==> src/cxfef_pkg.sv <==
package cxfef_pkg;

  localparam int unsigned AddrW      = 48;
  localparam int unsigned PosW       = 32;
  localparam int unsigned BackReach  = 4096;
  localparam int unsigned WinDepth   = 10;
  // LEA decision for p is taken when byte p+LeaLag arrives
  localparam int unsigned LeaLag     = 7;
  // boundaries are recorded with this lag (b = n - BndLag)
  localparam int unsigned BndLag     = 8;

  localparam logic [7:0] OpRexW    = 8'h48;
  localparam logic [7:0] OpRexWR   = 8'h4C;
  localparam logic [7:0] OpLea     = 8'h8D;
  localparam logic [7:0] ModRmMask = 8'hC7;
  localparam logic [7:0] ModRmRip  = 8'h05;
  localparam logic [7:0] OpInt3    = 8'hCC;
  localparam logic [7:0] OpMov     = 8'h8B;
  localparam logic [7:0] ModRmRsp  = 8'hC4;
  localparam logic [7:0] OpZero    = 8'h00;
  localparam logic [7:0] OpRet     = 8'hC3;

  typedef enum logic [0:0] {
    CFG_SECTION_BASE   = 1'b0,
    CFG_STRING_ADDRESS = 1'b1
  } cfg_idx_e;

  typedef struct packed {
    logic [7:0] code_byte;
    logic       last_byte;
  } in_req_t;

  typedef struct packed {
    logic [AddrW-1:0] entry_address;
    logic             found;
  } out_rsp_t;

  // window and boundary state after the current byte is shifted in
  typedef struct packed {
    logic [WinDepth-1:0][7:0] bytes;
    logic [WinDepth-1:0]      vld;
    logic [PosW-1:0]          pos;
    logic [PosW-1:0]          bnd;
    logic                     bnd_vld;
    logic                     bnd_kind;
  } scan_view_t;

  function automatic logic is_byte(input logic vld, input logic [7:0] b,
                                   input logic [7:0] v);
    return vld && (b == v);
  endfunction

endpackage

==> src/code_xref_function_entry_finder_unit.sv <==
// Channel  | Handshake               | Payload
// -------- | ----------------------- | ------------------------------------------
// in       | in_valid_i / in_ready_o | in_req_i   : code_byte, last_byte
// out      | out_valid_o/out_ready_i | out_rsp_o  : entry_address, found
// cfg      | cfg_we_i (no wait)      | cfg_index_i, cfg_data_i (48 bits)
//
// One byte per cycle sustained while the result register is not blocked.
// A request is captured in an input register, then window shift, boundary
// tracking and LEA/address check run combinationally into the result register.
// Throughput is set by the single window/compare stage.
// Reset clears the stream state and both address registers to zero.
// The input stage stalls only when a result is due and the result
// register is still occupied and out_ready_i is low.
module code_xref_function_entry_finder_unit (
  input  logic                           clk_i,
  input  logic                           rst_ni,
  input  logic                           in_valid_i,
  output logic                           in_ready_o,
  input  cxfef_pkg::in_req_t             in_req_i,
  output logic                           out_valid_o,
  input  logic                           out_ready_i,
  output cxfef_pkg::out_rsp_t            out_rsp_o,
  input  logic                           cfg_we_i,
  input  cxfef_pkg::cfg_idx_e            cfg_index_i,
  input  logic [cxfef_pkg::AddrW-1:0]    cfg_data_i
);

  logic [cxfef_pkg::AddrW-1:0] base_q, str_q;

  // input register
  logic                  in_vld_q;
  cxfef_pkg::in_req_t    in_q;

  // result register
  logic                  out_vld_q;
  cxfef_pkg::out_rsp_t   out_q;

  cxfef_pkg::scan_view_t       view;
  logic                        hit, done, res_hit, has_result, advance;
  logic [cxfef_pkg::AddrW-1:0] entry;

  // config writes
  always_ff @(posedge clk_i or negedge rst_ni) begin
    if (!rst_ni) begin
      base_q <= '0;
      str_q  <= '0;
    end else if (cfg_we_i) begin
      unique case (cfg_index_i)
        cxfef_pkg::CFG_SECTION_BASE:   base_q <= cfg_data_i;
        cxfef_pkg::CFG_STRING_ADDRESS: str_q  <= cfg_data_i;
        default: ;
      endcase
    end
  end

  cxfef_track u_track (
    .clk_i  (clk_i),
    .rst_ni (rst_ni),
    .step_i (advance),
    .byte_i (in_q.code_byte),
    .last_i (in_q.last_byte),
    .hit_i  (res_hit),
    .view_o (view),
    .done_o (done)
  );

  cxfef_match u_match (
    .view_i  (view),
    .base_i  (base_q),
    .str_i   (str_q),
    .hit_o   (hit),
    .entry_o (entry)
  );

  // after an entry is emitted the rest of the section is ignored
  assign res_hit    = hit && !done;
  assign has_result = !done && (hit || in_q.last_byte);
  assign advance    = in_vld_q && (!has_result || !out_vld_q || out_ready_i);
  assign in_ready_o = !in_vld_q || advance;

  always_ff @(posedge clk_i or negedge rst_ni) begin
    if (!rst_ni) begin
      in_vld_q <= 1'b0;
    end else if (in_valid_i && in_ready_o) begin
      in_vld_q <= 1'b1;
    end else if (advance) begin
      in_vld_q <= 1'b0;
    end
  end

  always_ff @(posedge clk_i) begin
    if (in_valid_i && in_ready_o) begin
      in_q <= in_req_i;
    end
  end

  always_ff @(posedge clk_i or negedge rst_ni) begin
    if (!rst_ni) begin
      out_vld_q <= 1'b0;
    end else if (advance && has_result) begin
      out_vld_q <= 1'b1;
    end else if (out_ready_i) begin
      out_vld_q <= 1'b0;
    end
  end

  always_ff @(posedge clk_i) begin
    if (advance && has_result) begin
      out_q.found         <= res_hit;
      out_q.entry_address <= res_hit ? entry : '0;
    end
  end

  assign out_valid_o = out_vld_q;
  assign out_rsp_o   = out_q;

  // not-found results always carry a zero address
  a_notfound_zero: assert property (@(posedge clk_i) disable iff (!rst_ni)
    out_vld_q && !out_q.found |-> out_q.entry_address == '0)
    else $error("not-found result with nonzero address");

  // the input stage only stalls behind a blocked result
  a_stall_cause: assert property (@(posedge clk_i) disable iff (!rst_ni)
    in_vld_q && !advance |-> out_vld_q && !out_ready_i)
    else $error("input stalled without output backpressure");

  // a hit locks the scan until the section ends
  a_hit_locks: assert property (@(posedge clk_i) disable iff (!rst_ni)
    advance && res_hit && !in_q.last_byte |=> done)
    else $error("scan not locked after hit");

  // the last byte always releases the scan
  a_last_clears: assert property (@(posedge clk_i) disable iff (!rst_ni)
    advance && in_q.last_byte |=> !done)
    else $error("scan state not cleared at last byte");

endmodule

==> src/cxfef_track.sv <==
module cxfef_track (
  input  logic                   clk_i,
  input  logic                   rst_ni,
  input  logic                   step_i,
  input  logic [7:0]             byte_i,
  input  logic                   last_i,
  input  logic                   hit_i,
  output cxfef_pkg::scan_view_t  view_o,
  output logic                   done_o
);

  logic [cxfef_pkg::WinDepth-1:0][7:0] win_q, win_d;
  logic [cxfef_pkg::WinDepth-1:0]      vld_q, vld_d;
  logic [cxfef_pkg::PosW-1:0]          pos_q, bnd_q, bnd_d;
  logic                                bnd_vld_q, bnd_vld_d;
  logic                                bnd_kind_q, bnd_kind_d;
  logic                                done_q;
  logic                                cc_pair, mov_frame;

  always_comb begin
    win_d = {win_q[cxfef_pkg::WinDepth-2:0], byte_i};
    vld_d = {vld_q[cxfef_pkg::WinDepth-2:0], 1'b1};
  end

  // CC CC at b-1,b
  assign cc_pair = vld_d[8]
                && cxfef_pkg::is_byte(vld_d[9], win_d[9], cxfef_pkg::OpInt3)
                && cxfef_pkg::is_byte(vld_d[8], win_d[8], cxfef_pkg::OpInt3);

  // 48 8B C4 at b, preceded by CC, 00 or C3
  assign mov_frame = vld_d[8]
                && cxfef_pkg::is_byte(vld_d[8], win_d[8], cxfef_pkg::OpRexW)
                && cxfef_pkg::is_byte(vld_d[7], win_d[7], cxfef_pkg::OpMov)
                && cxfef_pkg::is_byte(vld_d[6], win_d[6], cxfef_pkg::ModRmRsp)
                && (cxfef_pkg::is_byte(vld_d[9], win_d[9], cxfef_pkg::OpInt3)
                 || cxfef_pkg::is_byte(vld_d[9], win_d[9], cxfef_pkg::OpZero)
                 || cxfef_pkg::is_byte(vld_d[9], win_d[9], cxfef_pkg::OpRet));

  always_comb begin
    bnd_d      = bnd_q;
    bnd_vld_d  = bnd_vld_q;
    bnd_kind_d = bnd_kind_q;
    if (cc_pair) begin
      bnd_d      = pos_q - cxfef_pkg::PosW'(cxfef_pkg::BndLag);
      bnd_vld_d  = 1'b1;
      bnd_kind_d = 1'b1;
    end else if (mov_frame) begin
      bnd_d      = pos_q - cxfef_pkg::PosW'(cxfef_pkg::BndLag);
      bnd_vld_d  = 1'b1;
      bnd_kind_d = 1'b0;
    end
  end

  always_comb begin
    view_o.bytes    = win_d;
    view_o.vld      = vld_d;
    view_o.pos      = pos_q;
    view_o.bnd      = bnd_d;
    view_o.bnd_vld  = bnd_vld_d;
    view_o.bnd_kind = bnd_kind_d;
  end

  assign done_o = done_q;

  always_ff @(posedge clk_i or negedge rst_ni) begin
    if (!rst_ni) begin
      vld_q      <= '0;
      pos_q      <= '0;
      bnd_vld_q  <= 1'b0;
      bnd_kind_q <= 1'b0;
      done_q     <= 1'b0;
    end else if (step_i) begin
      if (last_i) begin
        vld_q      <= '0;
        pos_q      <= '0;
        bnd_vld_q  <= 1'b0;
        bnd_kind_q <= 1'b0;
        done_q     <= 1'b0;
      end else if (!done_q) begin
        vld_q      <= vld_d;
        pos_q      <= pos_q + cxfef_pkg::PosW'(1);
        bnd_vld_q  <= bnd_vld_d;
        bnd_kind_q <= bnd_kind_d;
        done_q     <= hit_i;
      end
    end
  end

  always_ff @(posedge clk_i) begin
    if (step_i && !last_i && !done_q) begin
      win_q <= win_d;
      bnd_q <= bnd_d;
    end
  end

endmodule

==> src/cxfef_match.sv <==
module cxfef_match (
  input  cxfef_pkg::scan_view_t        view_i,
  input  logic [cxfef_pkg::AddrW-1:0]  base_i,
  input  logic [cxfef_pkg::AddrW-1:0]  str_i,
  output logic                         hit_o,
  output logic [cxfef_pkg::AddrW-1:0]  entry_o
);

  logic                          lea;
  logic [31:0]                   disp;
  logic [cxfef_pkg::AddrW-1:0]   disp_ext, target;
  logic [cxfef_pkg::PosW-1:0]    p, bnd_gap;
  logic                          in_reach;

  // slot k holds byte n-k; slot 7 valid implies slots 0..6 valid
  assign lea = view_i.vld[7]
            && (view_i.bytes[7] == cxfef_pkg::OpRexW
             || view_i.bytes[7] == cxfef_pkg::OpRexWR)
            && view_i.bytes[6] == cxfef_pkg::OpLea
            && (view_i.bytes[5] & cxfef_pkg::ModRmMask) == cxfef_pkg::ModRmRip;

  // little-endian disp32 at p+3..p+6
  assign disp     = {view_i.bytes[1], view_i.bytes[2], view_i.bytes[3], view_i.bytes[4]};
  assign disp_ext = {{(cxfef_pkg::AddrW-32){disp[31]}}, disp};

  assign p      = view_i.pos - cxfef_pkg::PosW'(cxfef_pkg::LeaLag);
  assign target = base_i + cxfef_pkg::AddrW'(p)
                + cxfef_pkg::AddrW'(cxfef_pkg::LeaLag) + disp_ext;

  assign bnd_gap  = p - view_i.bnd;
  assign in_reach = 64'(bnd_gap) < 64'(cxfef_pkg::BackReach);

  assign hit_o   = lea && (target == str_i) && view_i.bnd_vld && in_reach;
  assign entry_o = base_i + cxfef_pkg::AddrW'(view_i.bnd)
                 + cxfef_pkg::AddrW'(view_i.bnd_kind);

endmodule
==> config.mk <==
export PLATFORM = sky130hd
export DESIGN_NAME = code_xref_function_entry_finder_unit
export DESIGN_NICKNAME = d
export VERILOG_FILES = /design/src/cxfef_pkg.sv /design/src/code_xref_function_entry_finder_unit.sv /design/src/cxfef_track.sv /design/src/cxfef_match.sv
export SDC_FILE = /design/constraint.sdc
export NUM_CORES = 1
export LEC_CHECK = 0
export ABC_AREA = 1
export BUFFER_PORTS_ARGS = -buffer_cell sky130_fd_sc_hd__buf_4
export CAP_MARGIN = 20
export CORE_ASPECT_RATIO = 0.5
export CORE_MARGIN = 3
export CORE_UTILIZATION = 45
export CTS_CLUSTER_DIAMETER = 100
export DETAILED_ROUTE_END_ITERATION = 16
export SYNTH_ARGS = -nofsm -noshare
export SYNTH_HDL_FRONTEND = slang
export SYNTH_SLANG_ARGS = --single-unit
==> constraint.sdc <==
create_clock -name clk_i -period 17.7 [get_ports clk_i]
set_input_delay 4.425 -clock clk_i [delete_from_list [all_inputs] [get_ports clk_i]]
set_output_delay 4.425 -clock clk_i [all_outputs]
set_load 0.01 [all_outputs]
==> impl_metrics.py <==
metrics = {
    "synth": {
        "seq_area_frac_synth_pct": 34.70,
        "ys_ff_latch": 304,
        "yosys_warnings": 0,
        "synth_nets": 3570,
        "postSynthCellCount": 3299,
        "syn_avg_cell_area_um2": 7.353,
        "synth_edf_count": 162,
        "yosys_most_used_dff": "edfxtp_1",
        "ys_types": 60,
        "syn-cell-area_mm2": 0.02426,
        "async_flop_share_pct": 46.71,
    },
    "grt": {
        "antenna_found_initial": 2,
        "grt_pass1_vias": 20560,
        "overflow": 0,
        "grt_pass1_wl_um": 127500,
        "grt_use_total_pct": 29.49,
        "grt_max_degree": 97,
    },
    "floorplan": {
        "num_rows": 59,
        "initial_utilization_pct": 46.09,
        "dieHeight_um": 170.2,
        "core_mm2": 0.05263,
        "ios": 114,
        "floorplan.die.width_um": 334.4,
        "die-area_mm2": 0.05690,
    },
    "critical_path": {
        "crit_start": "u_track.pos_q[9]",
        "cp_slowest_stage_delay_ps": 570,
        "startpoint_type": "flop",
        "critPathKind": "reg -> out",
        "regToRegStartpoint": "u_track.pos_q[9]",
        "cp.required_ps": 13280,
        "slowest_stage": "xor2_1",
        "reg2reg_to": "u_track.view_o[90]",
        "crit_path_end_kind": "output pin",
        "cp_common_cell": "nor2_1",
        "reg2reg_slack_ps": 8840,
        "r2r_cells": 37,
        "crit_arrival_ps": 7950,
        "crit_path_max_fanout": 5,
    },
    "timing": {
        "clock_skew_ps": 18.97,
        "min_period_over_period_pct": 69.89,
        "setup_viol": 0,
        "rsz0062_at_grt": "no",
        "layout_min_cycle_time_ps": 12370,
        "fin_ws_ps": 5330,
        "timing.fmax_mhz": 80.84,
        "timing.final.hold_violations": 0,
        "whs_ps": 420.2,
        "slew_headroom_pct": 29.81,
        "tightest_slew_ps": 1053,
        "tns_ps": 0,
        "drv_slew": 0,
    },
    "layout": {
        "final_net_count": 3656,
        "instances_no_fill": 4111,
        "layout-drive-gt1-share_pct": 8.507,
        "area_delta_synth_final_pct": 10.93,
        "final_common_cell": "nand2_1",
        "layout_common_cells": "nand2_1 (793), inv_1 (477), nor2_1 (371)",
    },
    "placed_design": {
        "pre_cts_ws_ps": 6111,
        "place.gp.congestion": 1.020,
        "placed_cells": 4054,
        "dp_hpwl_um": 69680,
        "numPortBuffers": 113,
    },
    "cts": {
        "tritoncts": "yes",
        "root_buffer": "clkbuf_16",
        "cts_made_buffers": 30,
        "post_cts_resized": 0,
        "cts.path.max_buffers": 3,
        "insertion_delay_ps": 620,
        "cts.sinks": 304,
        "htreeDepth": 1,
        "holdBufCountCts": 0,
        "clk_pin_slew_ps": 70,
        "post_cts_buffers": 0,
    },
    "min_path": {
        "min_to": "u_track.view_o[129]",
        "worst_hold_path_type": "reg -> reg",
        "hold_path.startpoint": "u_track.view_o[121]",
        "hold_depth": 0,
    },
    "drt": {
        "wl_um": 85140,
        "dr.first_iter.drc_count": 2304,
        "firstDrtPassIters": 6,
        "drc_errors": 0,
        "routedWlPerCell_um": 20.71,
        "via_per_inst": 5.454,
        "ant_nets": 0,
        "vias": 22420,
    },
    "pwr": {
        "total_power_uw": 2746,
        "power.density_mw_per_mm2": 102.0,
        "irDropWorstVdd_mv": 0.08459,
        "p_leak_uw": 0.01319,
    },
    "status": {
        "status": "finished, final reports clean",
    },
    "run": {
        "maxCapViolCount": 0,
    },
}
[state kept, by name, summed over array words and instances, names as in the netlist]
register            cells
u_track.bnd_q          32
u_track.view_o         72
u_track.done_o          1
u_track.vld_q           9
u_track.bnd_kind_q      1
base_q                 48
in_vld_q                1
in_q                    9
u_track.bnd_vld_q       1
out_valid_o             1
u_track.pos_q          32
str_q                  48
out_rsp_o              49
[cells in the mapped netlist, types with 5 or more instances]
cell        n  share of area [%]
nand2_1   795                 12
inv_1     479                7.4
nor2_1    371                5.7
o21ai_0   202                4.2
ha_1      174                9.0
a21oi_1   162                3.3
edfxtp_1  162                 20
nand3_1   154                3.2
dfrtp_1   142                 15
xor2_1    108                3.9
nand4_1    84                2.2
nor3_1     70                1.4
clkbuf_1   50               0.77
fa_1       34                2.8
or2_2      32               0.83
inv_2      30               0.46
xnor2_1    28                1.0
a31oi_1    21               0.54
nand3b_1   21               0.65
o21ai_1    19               0.39
nor4_1     14               0.36
buf_2      13               0.27
nand2_2    12               0.31
nor2_4     12               0.56
a21o_1     11               0.34
and3_1      9               0.23
o21a_1      8               0.25
nor2_2      7               0.18
o21bai_1    7               0.22
a211oi_1    6               0.19
nor3b_1     5               0.15
[metrics by stage]
step,utilization [%],instance area (µm²)
floorplan,-,24260
global placement,48.91,25750
detailed placement,48.92,25750
CTS,51.12,26910
global route,51.12,26910
finish,51.13,26910
[metal layers]
layer	track usage [%]	share of wire, %	up-vias
li1	-	-	10930
met5	0	0	-
met4	5.252	2.0	0
met2	43.16	41	822
met1	45.08	49	10590
met3	6.054	8.5	87
[report_power, final]
part | internal, µW | switching, µW
Clock | 446 | 323
Combinational | 353 | 773
Sequential | 797 | 54.4
[final cells by class]
cell class              instances  area (µm²)
clock inverters                23       364.1
multi-input cells            2415       13610
inverters                     511        1921
well taps                     701       877.1
clock buffers                  33       793.3
repair buffers                123       924.6
flip-flops and latches        304        8418
fillers                      5287       25720
diodes                          1       2.502
[worst max-delay path by stage]
stage | slack, ps | endpoint
2_1_floorplan | 8420 | in_ready_o
3_3_place_gp | 6210 | in_ready_o
3_5_place_dp | 6110 | in_ready_o
4_1_cts | 5400 | in_ready_o
5_1_grt | 4830 | in_ready_o
6_report | 5330 | in_ready_o
[critical path, delay by kind of cell (launching register included)]
kind	cells	cell delay, ps
xor gates and xnor gates	2	1070
and+or+nand+nor	23	4070
adders and majority gates	3	1190
buffers and inverters	5	540
DFF	1	430
[logic make-up after synthesis]
family | share of synthesized area (%)
simple gates | 28.89
buf+inv | 9.212
compound gates | 10.21
flops | 34.70
fa+ha+maj | 11.78
xor+xnor | 5.204
No activity file was read; power rests on OpenSTA's default activity.
